### src/hw/rtl/wssd_pkg.sv
`timescale 1ns / 1ps
// shared types, constants and sample conversion functions for the wav stream decoder
// no dependencies
package wssd_pkg;

  localparam int COUNT_BITS = 32;
  localparam int FIFO_DEPTH = 8;
  localparam int FIFO_AW    = $clog2(FIFO_DEPTH);
  localparam int FIFO_LIMIT = FIFO_DEPTH - 4;
  localparam logic [5:0] MIN_FILE_BYTES = 6'd44;

  localparam logic [31:0] TAG_RIFF_BE = 32'h5249_4646;
  localparam logic [31:0] TAG_WAVE_BE = 32'h5741_5645;
  localparam logic [31:0] TAG_FMT_LE  = 32'h2074_6D66;
  localparam logic [31:0] TAG_DATA_LE = 32'h6174_6164;

  localparam logic [15:0] FMT_PCM   = 16'd1;
  localparam logic [15:0] FMT_FLOAT = 16'd3;

  localparam logic RK_FRAME  = 1'b0;
  localparam logic RK_REPORT = 1'b1;

  typedef enum logic [2:0] {
    ST_OK        = 3'd0,
    ST_SHORT     = 3'd1,
    ST_BAD_HDR   = 3'd2,
    ST_NO_DATA   = 3'd3,
    ST_UNSUPP    = 3'd4,
    ST_MALFORMED = 3'd5
  } status_t;

  typedef enum logic [2:0] {
    MODE_U8,
    MODE_S16,
    MODE_S24,
    MODE_RAW32,
    MODE_F64
  } mode_t;

  typedef enum logic [1:0] {
    CH_LEFT,
    CH_RIGHT,
    CH_OTHER
  } chan_t;

  // one parsed byte worth of work, handed from the parser to the converter
  typedef struct packed {
    logic                  samp_valid;
    logic [63:0]           raw;
    mode_t                 mode;
    chan_t                 chan;
    logic                  frame_end;
    logic                  mono;
    logic                  report_valid;
    status_t               status;
    logic [31:0]           rate;
    logic [15:0]           channels;
    logic [COUNT_BITS-1:0] frames;
  } samp_evt_t;

  typedef struct packed {
    logic        kind;
    logic [31:0] left;
    logic [31:0] right;
    status_t     status;
    logic [31:0] rate;
    logic [15:0] channels;
    logic [31:0] frames;
  } result_t;

  // signed integer v scaled by 2^-frac, exact in single precision
  function automatic logic [31:0] pcm_to_single(input logic [23:0] v, input logic [4:0] frac);
    logic        sgn;
    logic [23:0] mag;
    logic [4:0]  p;
    logic [23:0] norm;
    logic [7:0]  ex;
    sgn = v[23];
    mag = sgn ? (~v + 24'd1) : v;
    p = 5'd0;
    for (int i = 0; i < 24; i++) begin
      if (mag[i]) p = 5'(i);
    end
    norm = mag << (5'd23 - p);
    ex = 8'd127 + {3'b000, p} - {3'b000, frac};
    if (mag == 24'd0) return 32'd0;
    return {sgn, ex, norm[22:0]};
  endfunction

  // double to single, round to nearest even, subnormals kept, quiet nan
  function automatic logic [31:0] double_to_single(input logic [63:0] d);
    logic               sgn;
    logic [10:0]        exv;
    logic [51:0]        man;
    logic [52:0]        m;
    logic signed [12:0] fe;
    logic [5:0]         shift;
    logic [31:0]        base;
    logic [63:0]        mx;
    logic [63:0]        q;
    logic [63:0]        low_mask;
    logic               rb;
    logic               sticky;
    sgn = d[63];
    exv = d[62:52];
    man = d[51:0];
    m = (exv != 11'd0) ? {1'b1, man} : {1'b0, man};
    fe = $signed({2'b00, ((exv != 11'd0) ? exv : 11'd1)}) - 13'sd896;
    if (fe <= 13'sd0) begin
      shift = 6'(13'sd30 - fe);
      base = 32'd0;
    end else begin
      shift = 6'd29;
      base = {fe[8:0] - 9'd1, 23'd0};
    end
    mx = {11'd0, m};
    q = mx >> shift;
    low_mask = (64'd1 << (shift - 6'd1)) - 64'd1;
    rb = mx[shift - 6'd1];
    sticky = |(mx & low_mask);
    if (rb && (sticky || q[0])) q = q + 64'd1;
    if (exv == 11'h7FF) begin
      if (man == 52'd0) return {sgn, 31'h7F80_0000};
      return {sgn, 31'h7FC0_0000} | {9'd0, man[51:29]};
    end
    if (fe >= 13'sd255) return {sgn, 31'h7F80_0000};
    if (fe < -13'sd33) return {sgn, 31'd0};
    return {sgn, 31'd0} | (base + q[31:0]);
  endfunction

endpackage

### src/hw/rtl/wssd_parser.sv
`timescale 1ns / 1ps
// riff/wave byte parser: tag checks, chunk walk, fmt latch, sample gather, eof report
// depends on wssd_pkg
module wssd_parser (
  input  logic               clk,
  input  logic               rst,
  input  logic               acc,
  input  logic [7:0]         file_byte,
  input  logic               end_of_file,
  output wssd_pkg::samp_evt_t evt
);

  typedef enum logic [2:0] {
    PH_HEADER,
    PH_CHUNK,
    PH_FMT,
    PH_SKIP,
    PH_DATA,
    PH_DONE
  } phase_t;

  phase_t                          phase, phase_next;
  logic [5:0]                      pos, pos_next;
  logic [63:0]                     win, win_next;
  logic [32:0]                     skip, skip_next;
  logic [31:0]                     dleft, dleft_next;
  logic [15:0]                     fmt_code, fmt_code_next;
  logic [15:0]                     chans, chans_next;
  logic [31:0]                     rate, rate_next;
  logic [15:0]                     bits, bits_next;
  logic                            fmt_seen, fmt_seen_next;
  logic [63:0]                     gather, gather_next;
  logic [3:0]                      bis, bis_next;
  logic [15:0]                     ci, ci_next;
  logic [wssd_pkg::COUNT_BITS-1:0] frames, frames_next;
  wssd_pkg::status_t               err, err_next;
  wssd_pkg::samp_evt_t             evt_next;

  logic [63:0] win_tmp;
  logic [63:0] gath_tmp;
  logic [31:0] csize;
  logic [3:0]  bis_inc;
  logic [16:0] ci_inc;
  wssd_pkg::status_t chk;

  function automatic wssd_pkg::status_t check_format(input logic [15:0] f,
                                                     input logic [15:0] c,
                                                     input logic [15:0] b);
    if (f != wssd_pkg::FMT_PCM && f != wssd_pkg::FMT_FLOAT) return wssd_pkg::ST_UNSUPP;
    if (c == 16'd0 || b < 16'd8) return wssd_pkg::ST_MALFORMED;
    if (f == wssd_pkg::FMT_PCM && b != 16'd8 && b != 16'd16 && b != 16'd24 && b != 16'd32)
      return wssd_pkg::ST_UNSUPP;
    if (f == wssd_pkg::FMT_FLOAT && b != 16'd32 && b != 16'd64) return wssd_pkg::ST_UNSUPP;
    return wssd_pkg::ST_OK;
  endfunction

  always_comb begin
    phase_next    = phase;
    pos_next      = pos;
    win_next      = win;
    skip_next     = skip;
    dleft_next    = dleft;
    fmt_code_next = fmt_code;
    chans_next    = chans;
    rate_next     = rate;
    bits_next     = bits;
    fmt_seen_next = fmt_seen;
    gather_next   = gather;
    bis_next      = bis;
    ci_next       = ci;
    frames_next   = frames;
    err_next      = err;
    evt_next      = '0;
    win_tmp       = win;
    gath_tmp      = gather;
    for (int i = 0; i < 8; i++) begin
      if (bis[2:0] == 3'(i)) begin
        win_tmp[i*8 +: 8]  = file_byte;
        gath_tmp[i*8 +: 8] = file_byte;
      end
    end
    csize   = win_tmp[63:32];
    bis_inc = bis + 4'd1;
    ci_inc  = {1'b0, ci} + 17'd1;
    chk     = check_format(fmt_code, chans, bits);

    if (acc) begin
      if (pos < wssd_pkg::MIN_FILE_BYTES) pos_next = pos + 6'd1;
      unique case (phase)
        PH_HEADER: begin
          win_next = {win[55:0], file_byte};
          if (pos == 6'd3 && win_next[31:0] != wssd_pkg::TAG_RIFF_BE) begin
            err_next   = wssd_pkg::ST_BAD_HDR;
            phase_next = PH_DONE;
          end else if (pos == 6'd11) begin
            if (win_next[31:0] != wssd_pkg::TAG_WAVE_BE) begin
              err_next   = wssd_pkg::ST_BAD_HDR;
              phase_next = PH_DONE;
            end else begin
              phase_next = PH_CHUNK;
              bis_next   = 4'd0;
              win_next   = 64'd0;
            end
          end
        end
        PH_CHUNK: begin
          win_next = win_tmp;
          bis_next = bis_inc;
          if (bis_inc >= 4'd8) begin
            bis_next = 4'd0;
            if (win_tmp[31:0] == wssd_pkg::TAG_FMT_LE) begin
              if (csize < 32'd16) begin
                err_next   = wssd_pkg::ST_MALFORMED;
                phase_next = PH_DONE;
              end else begin
                fmt_code_next = 16'd0;
                chans_next    = 16'd0;
                rate_next     = 32'd0;
                bits_next     = 16'd0;
                skip_next     = {1'b0, csize} - 33'd16 + {32'd0, csize[0]};
                phase_next    = PH_FMT;
              end
            end else if (win_tmp[31:0] == wssd_pkg::TAG_DATA_LE && fmt_seen) begin
              if (chk != wssd_pkg::ST_OK) begin
                err_next   = chk;
                phase_next = PH_DONE;
              end else begin
                dleft_next  = csize;
                gather_next = 64'd0;
                ci_next     = 16'd0;
                phase_next  = PH_DATA;
              end
            end else begin
              skip_next = {1'b0, csize} + {32'd0, csize[0]};
              if (skip_next == 33'd0) begin
                phase_next = PH_CHUNK;
                win_next   = 64'd0;
              end else begin
                phase_next = PH_SKIP;
              end
            end
          end
        end
        PH_FMT: begin
          case (bis)
            4'd0:  fmt_code_next[7:0]   = file_byte;
            4'd1:  fmt_code_next[15:8]  = file_byte;
            4'd2:  chans_next[7:0]      = file_byte;
            4'd3:  chans_next[15:8]     = file_byte;
            4'd4:  rate_next[7:0]       = file_byte;
            4'd5:  rate_next[15:8]      = file_byte;
            4'd6:  rate_next[23:16]     = file_byte;
            4'd7:  rate_next[31:24]     = file_byte;
            4'd14: bits_next[7:0]       = file_byte;
            4'd15: bits_next[15:8]      = file_byte;
            default: ;
          endcase
          bis_next = bis_inc;
          if (bis == 4'd15) begin
            fmt_seen_next = 1'b1;
            bis_next      = 4'd0;
            if (skip == 33'd0) begin
              phase_next = PH_CHUNK;
              win_next   = 64'd0;
            end else begin
              phase_next = PH_SKIP;
            end
          end
        end
        PH_SKIP: begin
          if (skip != 33'd0) skip_next = skip - 33'd1;
          if (skip_next == 33'd0) begin
            phase_next = PH_CHUNK;
            bis_next   = 4'd0;
            win_next   = 64'd0;
          end
        end
        PH_DATA: begin
          if (dleft != 32'd0) begin
            dleft_next  = dleft - 32'd1;
            gather_next = gath_tmp;
            bis_next    = bis_inc;
            if (bis_inc >= bits[6:3]) begin
              evt_next.samp_valid = 1'b1;
              evt_next.raw        = gath_tmp;
              case (bits[6:3])
                4'd1:    evt_next.mode = wssd_pkg::MODE_U8;
                4'd2:    evt_next.mode = wssd_pkg::MODE_S16;
                4'd3:    evt_next.mode = wssd_pkg::MODE_S24;
                4'd4:    evt_next.mode = wssd_pkg::MODE_RAW32;
                default: evt_next.mode = wssd_pkg::MODE_F64;
              endcase
              if (ci == 16'd0)      evt_next.chan = wssd_pkg::CH_LEFT;
              else if (ci == 16'd1) evt_next.chan = wssd_pkg::CH_RIGHT;
              else                  evt_next.chan = wssd_pkg::CH_OTHER;
              gather_next = 64'd0;
              bis_next    = 4'd0;
              ci_next     = ci_inc[15:0];
              if (ci_inc >= {1'b0, chans}) begin
                ci_next            = 16'd0;
                evt_next.frame_end = 1'b1;
                evt_next.mono      = (chans == 16'd1);
                if (frames != {wssd_pkg::COUNT_BITS{1'b1}}) frames_next = frames + 1'b1;
              end
            end
          end
        end
        default: ;
      endcase

      if (end_of_file) begin
        evt_next.report_valid = 1'b1;
        if (pos_next < wssd_pkg::MIN_FILE_BYTES) evt_next.status = wssd_pkg::ST_SHORT;
        else if (err_next != wssd_pkg::ST_OK)    evt_next.status = err_next;
        else if (phase_next == PH_DATA)          evt_next.status = wssd_pkg::ST_OK;
        else                                     evt_next.status = wssd_pkg::ST_NO_DATA;
        evt_next.rate     = rate_next;
        evt_next.channels = chans_next;
        evt_next.frames   = frames_next;
        // back to the post-reset state for the next file
        phase_next    = PH_HEADER;
        pos_next      = 6'd0;
        win_next      = 64'd0;
        skip_next     = 33'd0;
        dleft_next    = 32'd0;
        fmt_code_next = 16'd0;
        chans_next    = 16'd0;
        rate_next     = 32'd0;
        bits_next     = 16'd0;
        fmt_seen_next = 1'b0;
        gather_next   = 64'd0;
        bis_next      = 4'd0;
        ci_next       = 16'd0;
        frames_next   = '0;
        err_next      = wssd_pkg::ST_OK;
      end
    end
  end

  always_ff @(posedge clk) begin
    if (rst) begin
      phase    <= PH_HEADER;
      pos      <= 6'd0;
      win      <= 64'd0;
      skip     <= 33'd0;
      dleft    <= 32'd0;
      fmt_code <= 16'd0;
      chans    <= 16'd0;
      rate     <= 32'd0;
      bits     <= 16'd0;
      fmt_seen <= 1'b0;
      gather   <= 64'd0;
      bis      <= 4'd0;
      ci       <= 16'd0;
      frames   <= '0;
      err      <= wssd_pkg::ST_OK;
      evt      <= '0;
    end else begin
      phase    <= phase_next;
      pos      <= pos_next;
      win      <= win_next;
      skip     <= skip_next;
      dleft    <= dleft_next;
      fmt_code <= fmt_code_next;
      chans    <= chans_next;
      rate     <= rate_next;
      bits     <= bits_next;
      fmt_seen <= fmt_seen_next;
      gather   <= gather_next;
      bis      <= bis_next;
      ci       <= ci_next;
      frames   <= frames_next;
      err      <= err_next;
      evt      <= evt_next;
    end
  end

endmodule

### src/hw/rtl/wssd_convert.sv
`timescale 1ns / 1ps
// sample conversion to single precision and stereo frame assembly
// depends on wssd_pkg
module wssd_convert (
  input  logic                clk,
  input  logic                rst,
  input  wssd_pkg::samp_evt_t evt,
  output logic                push0,
  output wssd_pkg::result_t   push0_data,
  output logic                push1,
  output wssd_pkg::result_t   push1_data
);

  logic [31:0]       held_left, held_left_next;
  logic [31:0]       held_right, held_right_next;
  logic [31:0]       val;
  wssd_pkg::result_t frame_res;
  wssd_pkg::result_t report_res;
  logic              frame_out;

  always_comb begin
    case (evt.mode)
      wssd_pkg::MODE_U8:
        val = wssd_pkg::pcm_to_single({{16{~evt.raw[7]}}, ~evt.raw[7], evt.raw[6:0]}, 5'd7);
      wssd_pkg::MODE_S16:
        val = wssd_pkg::pcm_to_single({{8{evt.raw[15]}}, evt.raw[15:0]}, 5'd15);
      wssd_pkg::MODE_S24:
        val = wssd_pkg::pcm_to_single(evt.raw[23:0], 5'd23);
      wssd_pkg::MODE_RAW32:
        val = evt.raw[31:0];
      default:
        val = wssd_pkg::double_to_single(evt.raw);
    endcase

    held_left_next  = held_left;
    held_right_next = held_right;
    if (evt.samp_valid && evt.chan == wssd_pkg::CH_LEFT)  held_left_next  = val;
    if (evt.samp_valid && evt.chan == wssd_pkg::CH_RIGHT) held_right_next = val;

    frame_out          = evt.samp_valid && evt.frame_end;
    frame_res          = '0;
    frame_res.kind     = wssd_pkg::RK_FRAME;
    frame_res.left     = held_left_next;
    frame_res.right    = evt.mono ? held_left_next : held_right_next;

    report_res          = '0;
    report_res.kind     = wssd_pkg::RK_REPORT;
    report_res.status   = evt.status;
    report_res.rate     = evt.rate;
    report_res.channels = evt.channels;
    report_res.frames   = 32'(evt.frames);

    push0      = frame_out || evt.report_valid;
    push0_data = frame_out ? frame_res : report_res;
    push1      = frame_out && evt.report_valid;
    push1_data = report_res;
  end

  always_ff @(posedge clk) begin
    if (rst) begin
      held_left  <= 32'd0;
      held_right <= 32'd0;
    end else begin
      held_left  <= held_left_next;
      held_right <= held_right_next;
    end
  end

endmodule

### src/hw/rtl/wssd_fifo.sv
`timescale 1ns / 1ps
// result queue: up to two writes and one read per cycle
// depends on wssd_pkg
module wssd_fifo (
  input  logic              clk,
  input  logic              rst,
  input  logic              push0,
  input  wssd_pkg::result_t push0_data,
  input  logic              push1,
  input  wssd_pkg::result_t push1_data,
  input  logic              pop,
  output logic              not_empty,
  output wssd_pkg::result_t head_data,
  output logic              room
);

  wssd_pkg::result_t              mem [wssd_pkg::FIFO_DEPTH];
  logic [wssd_pkg::FIFO_AW-1:0]   head, tail;
  logic [wssd_pkg::FIFO_AW:0]     count, count_next;
  logic [wssd_pkg::FIFO_AW-1:0]   tail1;

  assign tail1      = tail + 1'b1;
  assign not_empty  = (count != '0);
  assign head_data  = mem[head];
  assign room       = (count <= (wssd_pkg::FIFO_AW+1)'(wssd_pkg::FIFO_LIMIT));
  assign count_next = count + (wssd_pkg::FIFO_AW+1)'(push0) + (wssd_pkg::FIFO_AW+1)'(push1)
                      - (wssd_pkg::FIFO_AW+1)'(pop);

  always_ff @(posedge clk) begin
    if (push0) mem[tail] <= push0_data;
    if (push1) mem[tail1] <= push1_data;
  end

  always_ff @(posedge clk) begin
    if (rst) begin
      head  <= '0;
      tail  <= '0;
      count <= '0;
    end else begin
      if (pop) head <= head + 1'b1;
      tail  <= tail + (wssd_pkg::FIFO_AW)'(push0) + (wssd_pkg::FIFO_AW)'(push1);
      count <= count_next;
    end
  end

  a_no_overflow: assert property (@(posedge clk) disable iff (rst)
    count <= (wssd_pkg::FIFO_AW+1)'(wssd_pkg::FIFO_DEPTH))
    else $error("result queue overflow");

  a_pair_order: assert property (@(posedge clk) disable iff (rst) push1 |-> push0)
    else $error("second write without first");

  a_no_underflow: assert property (@(posedge clk) disable iff (rst) pop |-> count != '0)
    else $error("read from empty queue");

  a_count_track: assert property (@(posedge clk) disable iff (rst)
    !push0 && !pop |=> count == $past(count))
    else $error("queue count moved without access");

endmodule

### src/hw/rtl/wav_stream_sample_decoder_core.sv
`timescale 1ns / 1ps
// top level of the wav stream decoder: parser, converter and result queue
// depends on wssd_pkg, wssd_parser, wssd_convert, wssd_fifo
//
//   channel | handshake          | payload
//   --------+--------------------+-------------------------------------------------
//   in      | in_valid, in_stall | file_byte, end_of_file
//   out     | out_valid, out_stall | result_kind, left_sample, right_sample, status,
//           |                    | rate_hz, channel_count, frame_count
//
// one byte request per cycle while in_stall is low; each byte goes to the queue
// head through the parser register, then conversion into the result queue
// the byte carrying end_of_file may give a frame and a report, pushed together
// in_stall rises while the eight-entry result queue holds more than four results
// rst is synchronous and returns the parser to the header phase with empty queue
module wav_stream_sample_decoder_core (
  input  logic        clk,
  input  logic        rst,
  input  logic        in_valid,
  output logic        in_stall,
  input  logic [7:0]  file_byte,
  input  logic        end_of_file,
  output logic        out_valid,
  input  logic        out_stall,
  output logic        result_kind,
  output logic [31:0] left_sample,
  output logic [31:0] right_sample,
  output logic [2:0]  status,
  output logic [31:0] rate_hz,
  output logic [15:0] channel_count,
  output logic [31:0] frame_count
);

  // accepted byte request and completed result request
  logic                acc;
  logic                pop;
  logic                room;
  wssd_pkg::samp_evt_t evt;
  logic                push0, push1;
  wssd_pkg::result_t   push0_data, push1_data;
  wssd_pkg::result_t   head_data;

  assign in_stall = !room;
  assign acc      = in_valid && !in_stall;
  assign pop      = out_valid && !out_stall;

  // byte parser with all file state, registered event out
  wssd_parser u_parser (
    .clk         (clk),
    .rst         (rst),
    .acc         (acc),
    .file_byte   (file_byte),
    .end_of_file (end_of_file),
    .evt         (evt)
  );

  // float conversion and left/right holding
  wssd_convert u_convert (
    .clk        (clk),
    .rst        (rst),
    .evt        (evt),
    .push0      (push0),
    .push0_data (push0_data),
    .push1      (push1),
    .push1_data (push1_data)
  );

  // output queue decouples the stall of the consumer from the parser
  wssd_fifo u_fifo (
    .clk        (clk),
    .rst        (rst),
    .push0      (push0),
    .push0_data (push0_data),
    .push1      (push1),
    .push1_data (push1_data),
    .pop        (pop),
    .not_empty  (out_valid),
    .head_data  (head_data),
    .room       (room)
  );

  assign result_kind   = head_data.kind;
  assign left_sample   = head_data.left;
  assign right_sample  = head_data.right;
  assign status        = head_data.status;
  assign rate_hz       = head_data.rate;
  assign channel_count = head_data.channels;
  assign frame_count   = head_data.frames;

endmodule

### config.mk
export PLATFORM = sky130hd
export DESIGN_NAME = wav_stream_sample_decoder_core
export DESIGN_NICKNAME = d
export VERILOG_FILES = /design/src/hw/rtl/wssd_pkg.sv /design/src/hw/rtl/wssd_parser.sv /design/src/hw/rtl/wssd_convert.sv /design/src/hw/rtl/wssd_fifo.sv /design/src/hw/rtl/wav_stream_sample_decoder_core.sv
export SDC_FILE = /design/constraint.sdc
export NUM_CORES = 2
export LEC_CHECK = 0
export BUFFER_PORTS_ARGS = -buffer_cell sky130_fd_sc_hd__buf_2
export CAP_MARGIN = 15
export CORE_UTILIZATION = 45
export DETAILED_ROUTE_END_ITERATION = 8
export GPL_TIMING_DRIVEN = 0
export PLACE_DENSITY_LB_ADDON = 0.2
export SYNTH_ARGS = -nofsm -noshare
export SYNTH_HDL_FRONTEND = slang
export SYNTH_SLANG_ARGS = --single-unit
### constraint.sdc
create_clock -name clk -period 13.52 [get_ports clk]
set_input_delay 0.676 -clock clk [delete_from_list [all_inputs] [get_ports clk]]
set_output_delay 0.676 -clock clk [all_outputs]
set_load 0.1 [all_outputs]
### After elaboration in Yosys (flattened, before gate mapping)

Memory sizes are Yosys's and may differ from the RTL's. A register that Yosys moved wholly into a read port is not among the register bits.
Cells that the tools add are included.

| cells by class | value |
|---|---|
| $add $sub $neg | 35 |
| magnitude comparators | 12 |
| equality and inequality tests | 67 |
| shifts and indexed selects | 5 |
| mux-type cells | 292 |
| bitwise operators | 13 |
| reduce and logical (&&, ||, !) cells | 67 |

Operators with widths:

| operator | count |
|---|---|
| $mux 32 | 38 |
| $mux 64 | 18 |
| $mux 16 | 17 |
| $mux 33 | 8 |
| $pmux 64 s4 | 1 |
| $mux 8 | 26 |
| $mux 148 | 1 |
| $mux 3 | 45 |
| $mux 5 | 27 |
| $mux 4 | 33 |
| $pmux 16 s2 | 4 |
| $pmux 32 s2 | 2 |
| $pmux 32 s4 | 1 |
| $pmux 64 s2 | 1 |
| $logic_not 33->1 | 3 |
| $mux 84 | 1 |
| $add 24x1->24 const B | 3 |
| $logic_not 24->1 | 3 |
| $mux 24 | 3 |
| $mux 72 | 1 |
| $not 24->24 | 3 |
| $shl 24x5->23 | 3 |
| $pmux 33 s2 | 1 |
| $add 32x1->32 const B | 2 |
| other kinds (103) | 246 |

| word-level totals | value |
|---|---|
| register bits | 568 |
| memory bits (writable) | 1184 |
| input port bits | 13 |
| output and inout port bits | 150 |
| word-level logic and storage cells | 526 |
| memories | 1 |

Memory list:

| memory | words | width | rd ports | clocked after memory_dff | wr ports | RTL line | text |
|---|---|---|---|---|---|---|---|
| u_fifo.mem | 8 | 148 | 1 | 1 | 2 | wssd_fifo.sv:17 | `wssd_pkg::result_t mem [wssd_pkg::FIFO_DEPTH];` |

### Logic depth before layout (Yosys ltp)

| logic depth | value |
|---|---|
| depth after elaboration | 35 |
| depth in mapped cells | 51 |
| gate-level depth less buffers | 41 |

### Hierarchy

A second synthesis with hierarchy kept.

| unflattened totals | value |
|---|---|
| cells, all modules | 9054 |
| area total of the unflattened synthesis | 102296.9 µm² |

By module, submodules not included:

| module | times used | cells an instance | area an instance (µm²) | sequential area each (µm²) |
|---|---|---|---|---|
| wssd_fifo | 1 | 3112 | 59128.0 | 35814.3 |
| wssd_parser | 1 | 3164 | 25204.2 | 9889.5 |
| wssd_convert | 1 | 2775 | 17941.0 | 1281.2 |
| wav_stream_sample_decoder_core | 1 | 3 | 23.8 | 0.0 |

### Worst setup path before layout

Ideal clock, no wire load.

| path | value |
|---|---|
| kind | reg-to-reg |
| from | register, netlist name u_parser.evt[150] |
| to | memory u_fifo.mem[0][114] (netlist bit) |
| library setup time | 0.117 ns |
| data arrival time | 9.248 ns |
| required time | 13.403 ns |
| setup slack | 4.156 ns |
| cell stages (with the launch flop) | 48 |
| buffers on the path | 10 |
| period minus slack after synthesis | 9.364 ns |
| cells stage by stage | dfxtp_1 -> buf_2 -> clkbuf_1 -> ha_1 -> nor3b_1 -> a31o_2 -> buf_2 -> o211ai_2 -> nor2_4 -> clkbuf_1 -> clkbuf_1 -> buf_1 -> ha_1 -> ha_1 -> clkbuf_1 -> buf_1 -> nor2b_1 -> nand3_1 -> (+12 left out) -> nor2_1 -> nand3_1 -> xnor2_1 -> fa_1 -> nor2b_1 -> o21ai_0 -> nand2_1 -> a21oi_1 -> o21bai_1 -> a21o_1 -> a21oi_1 -> xor2_1 -> xnor2_1 -> and3_1 -> o31ai_1 -> a31oi_1 -> a21oi_2 -> a22o_1 |

RTL lines:

| what | RTL line |
|---|---|
| end: declaration | wssd_fifo.sv:17 |

==> reports/results.tsv <==
metric	value	unit
Non-Filler Instances	12900	
Least-Margin Pin Slew	1.46	ns
Critical Path Fanout Max	10	
pwr/cell area	138	nW/um^2
CP peak stage delay	0.75	ns
outcome	finished, final reports clean	
Slew Limit Headroom	0.0286	
Clock Skews	0.0470	ns
Switching Share	0.339	
Hold EP	u_fifo.head[0]	
NumNets Final	10100	
clock sinks	1755	
die width	456	um
Clock power frac	0.363	
worst hold path type	input pin to flip-flop	
CTS Buffer Depth	3	
CTS H-tree lvls	4	
Ys Warns	0	
slowest stage cell, crit path	clkbuf_1	
number of global-route vias before repair	80800	
Critical Path Stages	48	
Initial Utilization	0.453	
Seq pwr share	0.388	
Final Hold Viols	0	
first-pass GRT wire length	586000	um
Critical Path Sink Type	flip-flop	
syn_nets	9697	
Via density	6.58	
Worst Hold Depth	4	
GRT Util Overall	0.386	
number of flops mapped to enable cells by yosys	664	
initial antenna violation count	24	
Port Buffer Count	157	
row count	166	
cells on worst reg2reg path	48	
Placeable Area	205000	um^2
Achievable Freq	75.7	MHz
1st-iter DRT viols	11800	
Worst-Skew Late Latency	0.87	ns
peak supply drop	0.149	mV
clock transition at the registers of the reported paths	0.07	ns
slack of the critical path	0.310	ns
CP delay by family, top	buffers and inverters	
Critical Path Source Type	flip-flop	
r2r setup slk	0.31	ns
CTS root buffer	clkbuf_16	
dpl hpwl	305000	um
FF-to-FF Start	u_parser.evt[150]	
internal power	9.52	mW
Mapped Cells	9613	
Post-Syn Area per Cell	9.65	um^2
die area	208000	um^2
Setup Viol. Count Final	0	
via count	84800	
Design Power	14.4	mW
R2R Path End	u_fifo.mem[4][113]	
placed cell count	12500	
CP required	14.29	ns
setup TNS	0	ns
CTS tree	yes	
Synth async-reset ratio	0	
Tmin final	13.21	ns
Post-CTS Setup Repair Bufs	0	
fin. max-slew vios	0	
synthesized flop and latch total	1755	
Tcrit/Tclk final	0.977	
Buf+Inv Stages, Crit Path	12	
Initial DRT Pass Iterations	7	
total grt overflow	0	
Unique masters post-synth	128	
Arrival @ worst endpoint	13.98	ns
die span in y	456	um
mapped cell area	92800	um^2
boundary pin count	163	
Synth Flop Type	dfxtp_1	
WL/cell	32.2	um
NetSw	4.89	mW
Hold Startpoint	out_stall	
Crit Path Class	flip-flop to flip-flop	
Inserted Clock Buffers	183	
max_cap viols	0	
commonest cells after routing, fill and taps aside	1,091 x dfxtp_1, 892 x nand2_1, 876 x nor2_1	
RSZ-0062 raised after global routing	false	
final WL	414000	um
post-route ant nets	0	
Static Leak	35.4	nW
post-synthesis sequential area ratio	0.450	
pin count of the biggest net entering global routing	66	
RD Place Congestion	1.04	
Comb power frac	0.248	
commonest non-fill, non-tap cell in the layout	dfxtp_1	
worst slack, placed	-0.240	ns
share of cells above drive strength 1	0.121	
Residual DRC	0	
area grow syn2layout	12.6	%
utilization after layout	0.510	
synthesized netlist by cell type, types with 29 or more instances:
library cell	instances	area, um^2
a32o_1	29	290
a21oi_1	566	2830
a211oi_1	55	413
dfxtp_1	1091	21800
o2111ai_1	30	263
o21a_1	29	218
mux2i_1	145	1450
a32oi_1	77	674
o211ai_1	78	586
buf_1	84	315
nand2_1	892	3350
o31ai_1	54	405
a22oi_1	162	1220
ha_1	67	838
a221oi_1	31	272
or3_1	93	582
o21ai_0	557	2790
xnor2_1	137	1200
nor2_1	876	3290
a21o_1	48	360
o22ai_1	56	350
and3_1	85	532
nand3_1	193	966
a2111oi_0	36	315
inv_1	131	492
nor4_1	94	588
a22o_1	200	1750
o221ai_1	50	438
nor3_1	219	1100
edfxtp_1	664	19900
and2_1	386	2410
buf_2	65	325
nor2b_1	391	2450
xor2_1	83	727
a31oi_1	83	519
clkbuf_1	644	2420
o21ai_1	60	300
nand4_1	62	388
nand2b_1	73	457
mux4_2	303	6820
mux2_2	177	1990
per-stage QoR:
stage | hold WS (ns) | instance area (um^2)
after floorplan | 0.419 | 92800
after CTS | 0.228 | 104000
final | 0.259 | 104000
after global routing | 0.301 | 104000
after global placement | 0.428 | 96900
after detailed placement | 0.438 | 97800
power groups by stage:
stage | Clock, mW | Sequential (mW) | Combinational [mW]
after floorplan | 0 | 5.69 | 2.63
after global placement | 0 | 5.71 | 3.48
after detailed placement | 0 | 5.71 | 3.53
after CTS | 5.25 | 5.59 | 3.54
after global routing | 5.46 | 5.60 | 3.70
final | 5.23 | 5.60 | 3.58
layer usage:
metal	GRT usage	share of wire	up-vias
met2	0.587	0.44	5429
li1	-	-	36300
met3	0.0955	0.11	1236
met1	0.495	0.38	41700
met5	0	0.00029	-
met4	0.234	0.069	18
cell families (layout without fill, tap and decap cells):
logic type               count (synthesis)  count (layout)  synth area share
XOR/XNOR                               220             220            0.0208
other                                    1               6         0.0000404
multiplexers                           631             631             0.112
buffers and inverters                  948            1525            0.0400
adder cells (fa/ha/maj)                 72              72            0.0100
AO/OA/AOI/OAI                         2464            2464             0.179
AND/OR/NAND/NOR                       3522            3522             0.188
flip-flops                            1755            1755             0.450
registers in the layout, indices dropped and copies added, names as in the netlist, named ones only:
name / flops
u_fifo.count: 4
u_parser.win: 64
u_parser.fmt_code: 16
u_parser.pos: 6
u_parser.gather: 64
u_parser.evt: 156
u_parser.skip: 33
u_parser.ci: 16
u_parser.rate: 32
u_parser.bits: 16
u_convert.held_right: 32
u_parser.frames: 32
u_parser.fmt_seen: 1
u_fifo.head: 3
u_fifo.mem: 1184
u_parser.err: 3
u_parser.chans: 16
u_convert.held_left: 32
u_parser.dleft: 32
u_parser.phase: 3
u_parser.bis: 4
u_fifo.tail: 3
final cells by class:
class / count / area (um^2)
diodes: 5 / 12.5
plain buffers: 809 / 3200
clock buffers: 267 / 5300
clock inverters: 76 / 918
fillers: 18800 / 100000
inverters: 139 / 564
multi-input cells: 6910 / 47300
flip-flops and latches: 1755 / 41800
well taps: 2688 / 3360
repair buffers: 234 / 1950
how the worst max path moves through the flow:
stage                 startpoint                 end  slack, ns
3_3_place_gp   u_parser.evt[150]  u_fifo.mem[0][114]      -1.12
3_5_place_dp   u_parser.evt[150]  u_fifo.mem[4][113]      -0.24
4_1_cts        u_parser.evt[150]  u_fifo.mem[4][113]       0.21
2_1_floorplan  u_parser.evt[150]  u_fifo.mem[0][114]       4.16
5_1_grt        u_parser.evt[150]  u_fifo.mem[4][113]      0.005
6_report       u_parser.evt[150]  u_fifo.mem[4][113]       0.31
worst reg2reg max path: cells and delay by family (launching register included):
| kind | cells | cell delay, ns |
|---|---|---|
| AO/OA/AOI/OAI | 11 | 2.66 |
| XOR/XNOR | 3 | 0.47 |
| adder cells (fa/ha/maj) | 5 | 1.32 |
| buffers and inverters | 12 | 4.60 |
| flip-flops | 1 | 0.35 |
| AND/OR/NAND/NOR | 17 | 3.77 |
repair_timing:
item | in CTS | in global routing
gates resized for setup | 4 | 6
hold buffers | 0 | 0
pin swaps | 0 | 1
setup endpoints to repair | 40 | 65
Note: power is estimated with default switching activity, not from simulation.
